`src/design/eclb_pkg.sv`:
```
// Package for the error code LED blinker: payload structs, phase codes,
// timing constants and the control struct passed to the sequencer. No dependencies.
`default_nettype none

package eclb_pkg;

   localparam int unsigned CodeW  = 14;
   localparam int unsigned TimerW = 10;
   localparam int unsigned CountW = 5;

   localparam logic [CodeW-1:0]  CodeMax    = 14'd9999;
   localparam logic [TimerW-1:0] ToggleMs   = 10'd250;
   localparam logic [TimerW-1:0] PulseOnMs  = 10'd10;
   localparam logic [TimerW-1:0] PulseOffMs = 10'd240;
   localparam logic [TimerW-1:0] GapMs      = 10'd1000;
   localparam logic [3:0]        UnitsZero  = 4'd10;

   // Input item actions
   localparam logic ActTick  = 1'b0;
   localparam logic ActStart = 1'b1;

   typedef enum logic [2:0] {
      PH_THOUS = 3'd0,
      PH_HUND  = 3'd1,
      PH_TENS  = 3'd2,
      PH_UNITS = 3'd3,
      PH_GAP   = 3'd4
   } eclb_phase_type;

   typedef struct packed {
      logic             action;
      logic [CodeW-1:0] code;
   } eclb_req_type;

   typedef struct packed {
      logic led;
      logic running;
   } eclb_rsp_type;

   // [0] thousands, [1] hundreds, [2] tens, [3] units
   typedef logic [3:0][3:0] eclb_digits_type;

   typedef struct packed {
      logic            adv;
      logic            start;
      logic            idle_level;
      eclb_digits_type digits;
   } eclb_cmd_type;

endpackage

`default_nettype wire

```
`src/design/eclb_digit_split.sv`:
```
// Splits a code, saturated to 9999, into four decimal digits; a zero units digit is given as ten.
// Uses eclb_pkg; constant reciprocal multiplies, no dividers.
`default_nettype none

module eclb_digit_split (
   input  wire logic [eclb_pkg::CodeW-1:0] code,
   output eclb_pkg::eclb_digits_type       digits
);
   import eclb_pkg::*;

   localparam logic [12:0] Recip10   = 13'd6554;   // 2^16 / 10, rounded up
   localparam logic [13:0] Recip100  = 14'd10486;  // 2^20 / 100, rounded up
   localparam logic [14:0] Recip1000 = 15'd16778;  // 2^24 / 1000, rounded up

   logic [CodeW-1:0] sat;
   logic [27:0]      p10;
   logic [27:0]      p100;
   logic [27:0]      p1000;
   logic [9:0]       q10;
   logic [6:0]       q100;
   logic [3:0]       q1000;
   logic [13:0]      q10x10;
   logic [9:0]       q100x10;
   logic [6:0]       q1000x10;
   logic [13:0]      units_w;
   logic [9:0]       tens_w;
   logic [6:0]       hund_w;

   always_comb begin
      sat      = (code > CodeMax) ? CodeMax : code;
      p10      = 28'(sat) * 28'(Recip10);
      p100     = 28'(sat) * 28'(Recip100);
      p1000    = 28'(sat) * 28'(Recip1000);
      q10      = p10[25:16];
      q100     = p100[26:20];
      q1000    = p1000[27:24];
      q10x10   = 14'({q10, 3'b000}) + 14'({q10, 1'b0});
      q100x10  = 10'({q100, 3'b000}) + 10'({q100, 1'b0});
      q1000x10 = 7'({q1000, 3'b000}) + 7'({q1000, 1'b0});
      units_w  = sat - q10x10;
      tens_w   = q10 - q100x10;
      hund_w   = q100 - q1000x10;

      digits[0] = q1000;
      digits[1] = hund_w[3:0];
      digits[2] = tens_w[3:0];
      digits[3] = (units_w[3:0] == 4'd0) ? UnitsZero : units_w[3:0];
   end

endmodule

`default_nettype wire

```
`src/design/eclb_sequencer.sv`:
```
// Blink sequencer: digit store, phase, counts, ms timer and LED level.
// Uses eclb_pkg; one item applied per advance, state doubles as the result.
`default_nettype none

module eclb_sequencer (
   input  wire logic           clock,
   input  wire logic           reset,
   input  eclb_pkg::eclb_cmd_type cmd,
   output logic               led,
   output logic               running
);
   import eclb_pkg::*;

   eclb_digits_type   digit_store_ff, digit_store_in;
   eclb_phase_type    phase_ff, phase_in;
   logic [CountW-1:0] blink_count_ff, blink_count_in;
   logic              pulse_half_ff, pulse_half_in;
   logic [TimerW-1:0] ms_timer_ff, ms_timer_in;
   logic              led_level_ff, led_level_in;
   logic              active_ff, active_in;

   logic [3:0]        cur_n;
   logic              cur_acts;
   logic [2:0]        scan_from;
   logic [3:0]        nz;
   logic              pick_found;
   logic [1:0]        pick;
   eclb_phase_type    eff_ph;
   logic [CountW-1:0] eff_bc;
   logic              eff_half;
   logic [TimerW-1:0] timer_dec;

   always_ff @(posedge clock) begin
      if (reset) begin
         digit_store_ff <= '0;
         phase_ff       <= PH_THOUS;
         blink_count_ff <= '0;
         pulse_half_ff  <= 1'b0;
         ms_timer_ff    <= '0;
         led_level_ff   <= 1'b0;
         active_ff      <= 1'b0;
      end else begin
         digit_store_ff <= digit_store_in;
         phase_ff       <= phase_in;
         blink_count_ff <= blink_count_in;
         pulse_half_ff  <= pulse_half_in;
         ms_timer_ff    <= ms_timer_in;
         led_level_ff   <= led_level_in;
         active_ff      <= active_in;
      end
   end

   always_comb begin
      cur_n = digit_store_ff[phase_ff[1:0]];

      // does the current phase still have work at this action
      unique case (phase_ff)
         PH_THOUS, PH_TENS: cur_acts = blink_count_ff < {cur_n, 1'b0};
         PH_HUND, PH_UNITS: cur_acts = pulse_half_ff || (blink_count_ff < {1'b0, cur_n});
         default:           cur_acts = !pulse_half_ff;
      endcase

      // otherwise skip ahead to the first digit phase with a nonzero digit
      if (phase_ff == PH_THOUS || phase_ff == PH_HUND ||
          phase_ff == PH_TENS  || phase_ff == PH_UNITS) begin
         scan_from = 3'(phase_ff) + 3'd1;
      end else begin
         scan_from = 3'd0;
      end
      for (int q = 0; q < 4; q++) begin
         nz[q] = (digit_store_ff[q] != 4'd0) && (3'(q) >= scan_from);
      end
      pick_found = 1'b1;
      if (nz[0]) begin
         pick = 2'd0;
      end else if (nz[1]) begin
         pick = 2'd1;
      end else if (nz[2]) begin
         pick = 2'd2;
      end else if (nz[3]) begin
         pick = 2'd3;
      end else begin
         pick       = 2'd0;
         pick_found = 1'b0;
      end

      if (cur_acts) begin
         eff_ph   = phase_ff;
         eff_bc   = blink_count_ff;
         eff_half = pulse_half_ff;
      end else begin
         eff_ph   = pick_found ? eclb_phase_type'({1'b0, pick}) : PH_GAP;
         eff_bc   = '0;
         eff_half = 1'b0;
      end

      timer_dec = (ms_timer_ff != '0) ? ms_timer_ff - 10'd1 : ms_timer_ff;

      digit_store_in = digit_store_ff;
      phase_in       = phase_ff;
      blink_count_in = blink_count_ff;
      pulse_half_in  = pulse_half_ff;
      ms_timer_in    = ms_timer_ff;
      led_level_in   = led_level_ff;
      active_in      = active_ff;

      if (cmd.adv && cmd.start) begin
         digit_store_in = cmd.digits;
         phase_in       = PH_THOUS;
         blink_count_in = '0;
         pulse_half_in  = 1'b0;
         ms_timer_in    = '0;
         led_level_in   = cmd.idle_level;
         active_in      = 1'b1;
      end else if (cmd.adv && active_ff) begin
         ms_timer_in = timer_dec;
         if (timer_dec == '0) begin
            phase_in = eff_ph;
            unique case (eff_ph)
               PH_THOUS, PH_TENS: begin
                  led_level_in   = !led_level_ff;
                  blink_count_in = eff_bc + 5'd1;
                  pulse_half_in  = 1'b0;
                  ms_timer_in    = ToggleMs;
               end
               PH_HUND, PH_UNITS: begin
                  led_level_in = !led_level_ff;
                  if (eff_half) begin
                     pulse_half_in  = 1'b0;
                     blink_count_in = eff_bc + 5'd1;
                     ms_timer_in    = PulseOffMs;
                  end else begin
                     pulse_half_in  = 1'b1;
                     blink_count_in = eff_bc;
                     ms_timer_in    = PulseOnMs;
                  end
               end
               default: begin
                  pulse_half_in  = 1'b1;
                  blink_count_in = eff_bc;
                  ms_timer_in    = GapMs;
               end
            endcase
         end
      end
   end

   assign led     = led_level_ff;
   assign running = active_ff;

   a_start_clears: assert property (@(posedge clock) disable iff (reset)
      cmd.adv && cmd.start |=> ms_timer_ff == '0 && phase_ff == PH_THOUS && active_ff)
      else $error("start did not reset the sequence");

   a_running_sticks: assert property (@(posedge clock) disable iff (reset)
      active_ff |=> active_ff)
      else $error("running dropped");

   a_half_in_pulse: assert property (@(posedge clock) disable iff (reset)
      pulse_half_ff |-> phase_ff == PH_HUND || phase_ff == PH_UNITS || phase_ff == PH_GAP)
      else $error("pulse half set outside pulse or gap phase");

endmodule

`default_nettype wire

```
`src/design/error_code_led_blinker_unit.sv`:
```
// Top level of the error code LED blinker: input register, digit split,
// sequencer and result valid. Uses eclb_pkg, eclb_digit_split, eclb_sequencer.
//
//   Channel   Direction  Handshake            Payload
//   req       in         req_valid/req_stall  req_data (action, code)
//   rsp       out        rsp_valid/rsp_stall  rsp_data (led, running)
//   csr       in         csr_wr_en            csr_wr_data (idle_level)
//
// One item per clock sustained while rsp_stall is low; a result passes through
// the input register, then the sequencer state that is also the result register,
// before it can transfer out.
// The path between them runs through the constant multiplies of the digit split on start,
// or the timer decrement and action select on a tick.
// Synchronous active-high reset clears all control state and idle_level.
// A stalled result holds; req_stall rises only when both stages are full.
`default_nettype none

module error_code_led_blinker_unit (
   input  wire logic                  clock,
   input  wire logic                  reset,
   input  wire logic                  req_valid,
   output logic                       req_stall,
   input  eclb_pkg::eclb_req_type     req_data,
   output logic                       rsp_valid,
   input  wire logic                  rsp_stall,
   output eclb_pkg::eclb_rsp_type     rsp_data,
   input  wire logic                  csr_wr_en,
   input  wire logic                  csr_wr_data
);
   import eclb_pkg::*;

   logic            req_valid_ff, req_valid_in;
   eclb_req_type    req_data_ff, req_data_in;
   logic            rsp_valid_ff, rsp_valid_in;
   logic            idle_level_ff, idle_level_in;
   logic            out_free;
   logic            item_adv;
   eclb_digits_type digits;
   eclb_cmd_type    cmd;
   logic            seq_led;
   logic            seq_running;

   // the result stage can take an item when empty or draining this cycle
   assign out_free  = !rsp_valid_ff || !rsp_stall;
   assign item_adv  = req_valid_ff && out_free;
   assign req_stall = req_valid_ff && !out_free;

   always_ff @(posedge clock) begin
      if (reset) begin
         req_valid_ff  <= 1'b0;
         rsp_valid_ff  <= 1'b0;
         idle_level_ff <= 1'b0;
      end else begin
         req_valid_ff  <= req_valid_in;
         rsp_valid_ff  <= rsp_valid_in;
         idle_level_ff <= idle_level_in;
      end
   end

   always_ff @(posedge clock) begin
      req_data_ff <= req_data_in;
   end

   always_comb begin
      req_valid_in  = req_valid_ff;
      req_data_in   = req_data_ff;
      rsp_valid_in  = rsp_valid_ff;
      idle_level_in = idle_level_ff;

      // input register loads on every transfer, empties when it moves on
      if (!req_stall) begin
         req_valid_in = req_valid;
         if (req_valid) begin
            req_data_in = req_data;
         end
      end
      if (out_free) begin
         rsp_valid_in = req_valid_ff;
      end
      if (csr_wr_en) begin
         idle_level_in = csr_wr_data;
      end
   end

   eclb_digit_split u_digit_split (
      .code   (req_data_ff.code),
      .digits (digits)
   );

   always_comb begin
      cmd.adv        = item_adv;
      cmd.start      = (req_data_ff.action == ActStart);
      cmd.idle_level = idle_level_ff;
      cmd.digits     = digits;
   end

   eclb_sequencer u_sequencer (
      .clock   (clock),
      .reset   (reset),
      .cmd     (cmd),
      .led     (seq_led),
      .running (seq_running)
   );

   assign rsp_valid        = rsp_valid_ff;
   assign rsp_data.led     = seq_led;
   assign rsp_data.running = seq_running;

   a_stall_cause: assert property (@(posedge clock) disable iff (reset)
      req_stall |-> req_valid_ff && rsp_valid_ff && rsp_stall)
      else $error("input stalled without a blocked result");

   a_start_runs: assert property (@(posedge clock) disable iff (reset)
      item_adv && req_data_ff.action == ActStart |=> rsp_valid && rsp_data.running)
      else $error("start transfer did not yield a running result");

   a_drain: assert property (@(posedge clock) disable iff (reset)
      rsp_valid_ff && !rsp_stall && !req_valid_ff |=> !rsp_valid_ff)
      else $error("result valid without a new item");

endmodule

`default_nettype wire

```
`config.mk`:
```
export PLATFORM = sky130hd
export DESIGN_NAME = error_code_led_blinker_unit
export DESIGN_NICKNAME = d
export VERILOG_FILES = /design/src/design/eclb_pkg.sv /design/src/design/eclb_digit_split.sv /design/src/design/eclb_sequencer.sv /design/src/design/error_code_led_blinker_unit.sv
export SDC_FILE = /design/constraint.sdc
export NUM_CORES = 1
export LEC_CHECK = 0
export BUFFER_PORTS_ARGS = -buffer_cell sky130_fd_sc_hd__buf_2
export CORE_MARGIN = 10
export CORE_UTILIZATION = 50
export CTS_BUF_LIST = sky130_fd_sc_hd__clkbuf_4
export DETAILED_ROUTE_END_ITERATION = 7
export HOLD_SLACK_MARGIN = 0.1
export PLACE_DENSITY = 0.66
export SLEW_MARGIN = 40
export SYNTH_ARGS = -nofsm -noshare
export SYNTH_HDL_FRONTEND = slang
export SYNTH_SLANG_ARGS = --single-unit
```
`constraint.sdc`:
```
create_clock -name clock -period 21.4 [get_ports clock]
set_input_delay 2.14 -clock clock [delete_from_list [all_inputs] [get_ports clock]]
set_output_delay 2.14 -clock clock [all_outputs]
set_load 0.01 [all_outputs]
```
======== Word level (Yosys, flattened, before mapping) ========
Index checks and enable logic that the tools add are counted.
operators by class
  $add $sub $neg .......................... 9
  multiply operators ...................... 3
  $lt $le $gt $ge ......................... 8
  equal/unequal tests ..................... 6
  mux-type cells .......................... 30
  bitwise operators ....................... 1
  reduce and logical (&&, ||, !) cells .... 39
operators with widths
  cell                      number
  $mul A14 B14 Y27 const B  1
  $mul A14 B13 Y23 const B  1
  $mux W10                  2
  $pmux W10 S2              1
  $mul A14 B12 Y19 const B  1
  $reduce_bool A4 Y1        4
  $gt A14 B14 Y1 const B    1
  $mux W14                  1
  $add A4 B4 Y4             3
  $eq A3 B2 Y1 const B      4
  $sub A4 B4 Y4             3
  $logic_not A10 Y1         1
  $mux W1                   10
  $mux W5                   2
  $pmux W5 S2               1
  $reduce_bool A10 Y1       1
  $reduce_or A2 Y1          5
  $sub A10 B1 Y10 const B   1
  $mux W3                   3
  $bmux W4 S2               1
  $logic_and A1 B1 Y1       8
  $mux W2                   4
  $mux W4                   2
  $mux W8                   1
  other kinds (18)          34
storage, ports and cells
  bits in registers ....................... 55
  bits of input ports ..................... 21
  output and inout port bits .............. 4
  logic and storage cells ................. 111

======== Logic depth before layout (Yosys ltp) ========
Gate-level depths: netlist of run 1.
  depth after elaboration ................. 19
  depth in mapped cells ................... 31
  depth with buffers taken out ............ 30

======== By module ========
Synthesis of run 1 repeated with hierarchy kept, for this count alone.
unflattened totals
  cell total of the unflattened synthesis .. 1,127
  area total of the unflattened synthesis .. 10,371.2 µm²
modules (own cells, without submodules)
  module                       instances  cells an instance  area an instance (µm²)  sequential area each (µm²)
  eclb_digit_split             1          791                7,349.5                 0.0
  eclb_sequencer               1          306                2,436.1                 740.7
  error_code_led_blinker_unit  1          30                 585.6                   510.5

======== Worst setup path before layout of run 1 ========
No wires, ideal clock.
  kind .................................... register to register
  start point ............................. register req_data_ff[6] in the netlist's numbering
  end point ............................... register u_sequencer.digit_store_ff[11] in the netlist's numbering
  setup time .............................. 0.062 ns
  arrival time ............................ 7.266 ns
  required time ........................... 21.338 ns
  path slack .............................. 14.072 ns
  cell stages (with the launch flop) ...... 30
  path buffers ............................ 1
  clock period less this slack ............ 7.328 ns
  cells stage by stage .................... edfxtp_1 -> nor4_1 -> nor2_1 -> o31ai_1 -> clkbuf_1 -> nand2_1 -> ha_1 -> ha_1 -> inv_1 -> fa_1 -> inv_1 -> fa_1 -> inv_1 -> fa_1 -> inv_1 -> ha_1 -> a211o_1 -> a211o_1 -> a31oi_1 -> o31a_1 -> o21ai_0 -> a21oi_1 -> inv_1 -> ha_1 -> xor2_1 -> xnor2_1 -> xnor2_1 -> xnor3_1 -> or4_1 -> nand3_1
on the way
  word-level cells in the longest chain between the ends .. 5
  elaborated cells on any way between the ends .. 6
  classes of those cells .................. 2 x add/sub; 2 x mul; 1 x order compare; 1 x mux
ends and longest elaborated chain
  what                    line                               RTL
  from (decl)             error_code_led_blinker_unit.sv:33  eclb_req_type req_data_ff, req_data_in;
  from (signal assigned)  error_code_led_blinker_unit.sv:61  req_data_ff <= req_data_in;
  $gt A14 B14 Y1          eclb_digit_split.sv:30             sat = (code > CodeMax) ? CodeMax : code;
  $mux W14 *              eclb_digit_split.sv:30
  $mul A14 B13 Y23        eclb_digit_split.sv:32             p100 = 28'(sat) * 28'(Recip100);
  $add A4 B4 Y4           eclb_digit_split.sv:38             q100x10 = 10'({q100, 3'b000}) + 10'({q100, 1'b0});
  $sub A4 B4 Y4 *         eclb_digit_split.sv:41             tens_w = q10 - q100x10;
  to (signal assigned)    eclb_sequencer.sv:43               digit_store_ff <= digit_store_in;
  to (decl)               eclb_sequencer.sv:14               eclb_digits_type digit_store_ff, digit_store_in;
Every way passes the cells marked *; elsewhere a longest branch is shown, timed or not.
A chain may end at the register's enable or synchronous reset.

======== Final worst setup path of run 1 ========
Ends and elaborated chain as after synthesis.

==> results of run 1 <==
[routing by layer]
metal,vias to the layer above,track usage,wire length (um)
li1,3789,-,-
met2,164,0.307,11500
met5,-,0,13
met3,27,0.0279,1300
met1,3760,0.268,12000
met4,2,0.0326,355
[cell type report]
type                            instances  area share
Multi-Input combinational cell        770       0.725
Sequential cell                        55       0.115
Inverter                              316       0.109
Tap cell                              270      0.0311
Timing Repair Buffer                   27      0.0131
Clock buffer                            5     0.00346
Clock inverter                          3     0.00265
Antenna cell                            1    0.000231
[critical path: cells and delay by family (launching register included)]
family	cells	cell delay, ns
adders and majority gates	7	3.02
AOI/OAI and AO/OA	7	2.06
xor gates and xnor gates	4	0.85
DFF	1	0.51
buffers and inverters	5	0.31
and+or+nand+nor	5	1.53
[metrics by stage]
step	util	cells	cell area (um^2)	hold WS, ns
6_report	0.533	1447	10900	0.485
5_1_grt	0.533	1447	10900	0.513
4_1_cts	0.533	1446	10900	0.485
3_5_place_dp	0.530	1438	10800	0.463
3_3_place_gp	0.529	1438	10800	0.463
2_1_floorplan	-	1166	10400	0.441
[how the worst max path moves through the flow]
stage	slack [ns]	endpoint	startpoint
after floorplan	14.07	u_sequencer.digit_store_ff[11]	req_data_ff[6]
after global placement	13.23	u_sequencer.digit_store_ff[11]	req_data_ff[6]
after detailed placement	13.19	u_sequencer.digit_store_ff[11]	req_data_ff[6]
after CTS	13.12	u_sequencer.digit_store_ff[11]	req_data_ff[6]
after global routing	12.59	u_sequencer.digit_store_ff[11]	req_data_ff[6]
final	13.09	u_sequencer.digit_store_ff[11]	req_data_ff[6]
[registers in the layout, indices dropped and copies added, names as in the netlist]
signal,flops
u_sequencer.phase_ff,3
idle_level_ff,1
req_data_ff,14
rsp_valid,1
u_sequencer.running,1
u_sequencer.ms_timer_ff,10
cmd,1
u_sequencer.blink_count_ff,5
u_sequencer.led,1
req_valid_ff,1
u_sequencer.pulse_half_ff,1
u_sequencer.digit_store_ff,16
[cell usage in the layout, fill, tap and decap left out, types with 8 or more instances in the layout]
cell type	netlist	layout
a211oi_1	10	10
a21oi_1	49	49
dfxtp_1	40	40
a31oi_1	9	9
nand3_1	20	20
nor3_1	15	15
xnor2_1	30	30
fa_1	123	123
and3_1	8	8
inv_1	316	316
nor2_1	68	68
o21a_1	9	9
edfxtp_1	15	15
ha_1	218	218
a21o_1	11	11
nor4_1	8	8
buf_2	2	24
nand2b_1	8	8
nand2_1	42	42
o21ai_0	30	30
[power by group]
| part | leakage, nW | switching [mW] | internal (mW) | total [mW] |
|---|---|---|---|---|
| sequential | 0.471 | 0.00818 | 0.116 | 0.124 |
| clock | 0.0373 | 0.0385 | 0.0141 | 0.0527 |
| combinational | 5.23 | 0.703 | 0.531 | 1.23 |
[kinds of logic after synthesis]
group	count (synthesis)	share of synthesized area
XOR/XNOR	38	0.0333
flip-flops	55	0.120
AND/OR/NAND/NOR	219	0.108
multiplexers	12	0.0164
AO/OA/AOI/OAI	160	0.0987
buffers and inverters	341	0.125
adder cells (fa/ha/maj)	341	0.498
==> results.sh, run 1 <==
export IMPL_status="complete, no violations"
export IMPL_dieWidth_um=164
export IMPL_synthTopCellsByCount="inv_1 (316), ha_1 (218), fa_1 (123), nor2_1 (68), a21oi_1 (49)"
export IMPL_path_class="reg -> reg"
export IMPL_p_leak_nw=5.74
export IMPL_vias=7742
export IMPL_fin_ws_ns=13.09
export IMPL_grt_usage=0.190
export IMPL_wl_per_cell_um=17.4
export IMPL_synth_area_top_cells="ha_1 (26%), fa_1 (24%), inv_1 (11%)"
export IMPL_reg2regPathDepth=28
export IMPL_cpMaxStageDelayCell="ha_1"
export IMPL_antenna_found_initial=2
export IMPL_cp_common_cell="inv_1"
export IMPL_wirelength_um=25200
export IMPL_max_cap_violations=0
export IMPL_gp_congestion=0.964
export IMPL_drtPass1Iterations=5
export IMPL_vias_per_cell=5.35
export IMPL_hpwl_um=21900
export IMPL_finalCritPeriodShare=0.388
export IMPL_startpoint_type="flop"
export IMPL_row_count=52
export IMPL_reg2reg_from="req_data_ff[6]"
export IMPL_ir_drop_v=0.000137
export IMPL_die_area_mm2=0.0270
export IMPL_grt_pass1_wl_um=40800
export IMPL_die_h_um=164
export IMPL_yosysMostFrequentCell="inv_1"
export IMPL_clock_sinks=55
export IMPL_hold_viol=0
export IMPL_grt_max_degree=22
export IMPL_drt_iter0_drc=482
export IMPL_ys_ff_latch=55
export IMPL_period_minus_slack_ns=8.31
export IMPL_synth_edf_count=15
export IMPL_power_density_mw_per_mm2=130
export IMPL_numPortBuffers=24
export IMPL_r2r_setup_slack_ns=13.09
export IMPL_seq_area_frac_synth=0.120
export IMPL_regToRegEndpoint="u_sequencer.digit_store_ff[11]"
export IMPL_tns_ns=0
export IMPL_cts_resized=0
export IMPL_final_antenna_net_count=0
export IMPL_syn_nets=1528
export IMPL_total_power_mw=1.41
export IMPL_slew_headroom=0.440
export IMPL_layout_drive_gt1_share=0.0485
export IMPL_synth_top_area_frac=0.262
export IMPL_min_to="u_sequencer.digit_store_ff[6]"
export IMPL_synth_cell_types=70
export IMPL_hp_class="reg -> reg"
export IMPL_n_fill_cell=1881
export IMPL_syn_cell_area_mm2=0.0104
export IMPL_nets=1537
export IMPL_io_pins=25
export IMPL_yosys_warnings=0
export IMPL_end_kind="flop"
export IMPL_hp_start="u_sequencer.digit_store_ff[6]"
export IMPL_htree_levels=2
export IMPL_pre_cts_ws_ns=13.19
export IMPL_crit_arrival_ns=8.66
export IMPL_critPathMaxStageDelay_ns=0.59
export IMPL_crit_required_ns=21.75
export IMPL_setup_violations_final=0
export IMPL_fin_worst_skew_ns=0.0176
export IMPL_cts_buffers=5
export IMPL_multiInputGateArea_mm2=0.00787
export IMPL_synth_largest_area_cell="ha_1"
export IMPL_max_freq_mhz=120
export IMPL_cts_tree="yes"
export IMPL_remaining_drc_errors=0
export IMPL_slew_viol_final=0
export IMPL_start_util=0.512
export IMPL_register_area_mm2=0.00125
export IMPL_synthArstFlopShare=0
export IMPL_cts_setup_buffers=0
export IMPL_clkLatencyLatePin_ns=0.41
export IMPL_syn_inst=1166
export IMPL_overflow=0
export IMPL_cts_clk_slew_worst_paths_ns=0.19
export IMPL_ys_flop_type="dfxtp_1"
export IMPL_grt_setup_unrepaired="no"
export IMPL_postSynthAreaPerCell_um2=8.94
export IMPL_cts_buffer_depth=2
export IMPL_grt_pass1_vias=7747
export IMPL_critPathMaxFanout=9
export IMPL_clockRootBuffer="clkbuf_4"
export IMPL_hold_buffers=0
export IMPL_area_growth_pct=4.15
export IMPL_tightest_slew_ns=0.837
export IMPL_core_area_mm2=0.0204
export IMPL_holdPathStages=2
(Power assumes the default switching activity.)
==> run 2: changes to the inputs <==
PLACE_DENSITY = 0.69   (was 0.66)
clock period = 7 ns   (was 21.4 ns; I/O delays follow)
==> results.sh, run 2 (same netlist as run 1, synthesis figures left out) <==
export IMPL_status="complete, no violations"
export IMPL_p_leak_nw=6.27
export IMPL_path_class="reg -> reg"
export IMPL_grt_max_degree=22
export IMPL_finalNonFillerCells=1550
export IMPL_io_pins=25
export IMPL_grt_pass1_vias=8376
export IMPL_hp_class="in -> reg"
export IMPL_final_common_cell="inv_1"
export IMPL_clkLatencyLatePin_ns=0.41
export IMPL_cts_tree="yes"
export IMPL_fin_worst_skew_ns=0.0272
export IMPL_design_area_mm2=0.0121
export IMPL_tightest_slew_ns=0.795
export IMPL_grt_pass1_wl_um=42600
export IMPL_overflow=0
export IMPL_layout_common_cells="inv_1 (303), ha_1 (193), fa_1 (121), buf_4 (102), nor2_1 (58)"
export IMPL_cts_buffers=5
export IMPL_fin_ws_ns=0.123
export IMPL_cts_clk_slew_worst_paths_ns=0.18
export IMPL_path_buf_inv=7
export IMPL_hold_buffers=0
export IMPL_slew_viol_final=0
export IMPL_crit_required_ns=7.32
export IMPL_end_kind="flop"
export IMPL_area_growth_pct=16.3
export IMPL_period_minus_slack_ns=6.88
export IMPL_placedCellCount=1528
export IMPL_pre_cts_ws_ns=-0.127
export IMPL_vias_per_cell=5.30
export IMPL_layout_drive_gt1_share=0.183
export IMPL_critPathMaxStageDelay_ns=0.54
export IMPL_die_h_um=164
export IMPL_total_power_mw=5.35
export IMPL_crit_family="adder cells"
export IMPL_drtPass1Iterations=5
export IMPL_ir_drop_v=0.000614
export IMPL_power_density_mw_per_mm2=441
export IMPL_clockRootBuffer="clkbuf_4"
export IMPL_antenna_found_initial=0
export IMPL_top_regs="u_sequencer.digit_store_ff (16), req_data_ff (14), u_sequencer.ms_timer_ff (10)"
export IMPL_core_area_mm2=0.0204
export IMPL_max_cap_violations=0
export IMPL_hold_viol=0
export IMPL_hpwl_um=22600
export IMPL_setup_violations_final=0
export IMPL_regMostFlops="u_sequencer.digit_store_ff"
export IMPL_crit_arrival_ns=7.20
export IMPL_final_antenna_net_count=0
export IMPL_tns_ns=0
export IMPL_remaining_drc_errors=0
export IMPL_slew_headroom=0.463
export IMPL_wl_per_cell_um=17.0
export IMPL_gp_congestion=0.942
export IMPL_cts_buffer_depth=2
export IMPL_clock_sinks=55
export IMPL_vias=8221
export IMPL_nets=1641
export IMPL_final_core_util=0.595
export IMPL_dieWidth_um=164
export IMPL_numPortBuffers=24
export IMPL_critPathMaxFanout=7
export IMPL_grt_usage=0.197
export IMPL_finalCritPeriodShare=0.982
export IMPL_die_area_mm2=0.0270
export IMPL_largest_reg_flops=16
export IMPL_drt_iter0_drc=465
export IMPL_n_antenna_cell=0
export IMPL_wirelength_um=26400
export IMPL_startpoint_type="flop"
export IMPL_htree_levels=2
export IMPL_dpl_cell_area_mm2=0.0115
export IMPL_row_count=52
export IMPL_start_util=0.512
export IMPL_whs_ns=0.461
export IMPL_cpMaxStageDelayCell="fa_1"
export IMPL_max_freq_mhz=145
run 2: cell count changes in the layout (fill, tap and decap cells not counted), moves of 5 or more:
| cell | delta |
|---|---|
| ha_1 | -25 |
| ha_4 | +19 |
| inv_2 | +9 |
| inv_1 | -13 |
| nor2_2 | +5 |
| nor2_1 | -10 |
| ha_2 | +6 |
| buf_4 | +99 |
| nor2_4 | +5 |
run 2: area by class of cell:
type	instances	area, um^2
clock buffers	6	45.0
multi-input cells	770	8330
repair buffers	131	951
fillers	1743	8240
flip-flops and latches	55	1250
clock inverters	2	12.5
well taps	270	338
inverters	316	1200
run 2: metal layers:
metal	GRT usage	vias to the layer above	part of all wire
li1	-	3996	-
met1	0.262	3960	0.45
met2	0.328	207	0.48
met3	0.0269	58	0.046
met4	0.0568	0	0.031
met5	0	-	0
run 2: worst reg2reg max path, delay by kind of cell (launching register included):
family,cells,cell delay (ns)
adder cells (fa/ha/maj),7,2.75
AND/OR/NAND/NOR,8,1.19
XOR/XNOR,6,1.05
buffers and inverters,7,0.73
flip-flops,1,0.43
AO/OA/AOI/OAI,3,0.65
run 2: report_power, final:
group	total, mW	internal [mW]	switching, mW
Combinational	4.81	2.35	2.47
Clock	0.152	0.0431	0.109
Sequential	0.380	0.354	0.0253
run 2: path summary, 6_finish.rpt:
| path | startpoint | to | slack [ns] | cells after the start |
|---|---|---|---|---|
| worst max-delay path | req_data_ff[6] | u_sequencer.digit_store_ff[7] | 0.12 | 31 |
| worst min-delay path | req_data[12] | req_data_ff[12] | 0.46 | 1 |
| worst max register to register | req_data_ff[6] | u_sequencer.digit_store_ff[7] | 0.12 | 31 |
| worst min register to register | u_sequencer.digit_store_ff[6] | u_sequencer.digit_store_ff[6] | 0.48 | 2 |
run 2: repair_timing:
item,CTS,global route
endpoints found under the hold margin,0,0
setup buffers,2,11
endpoints found under the setup margin,1,5
gates resized for setup,12,85
gates cloned,0,1
pin swaps,8,50
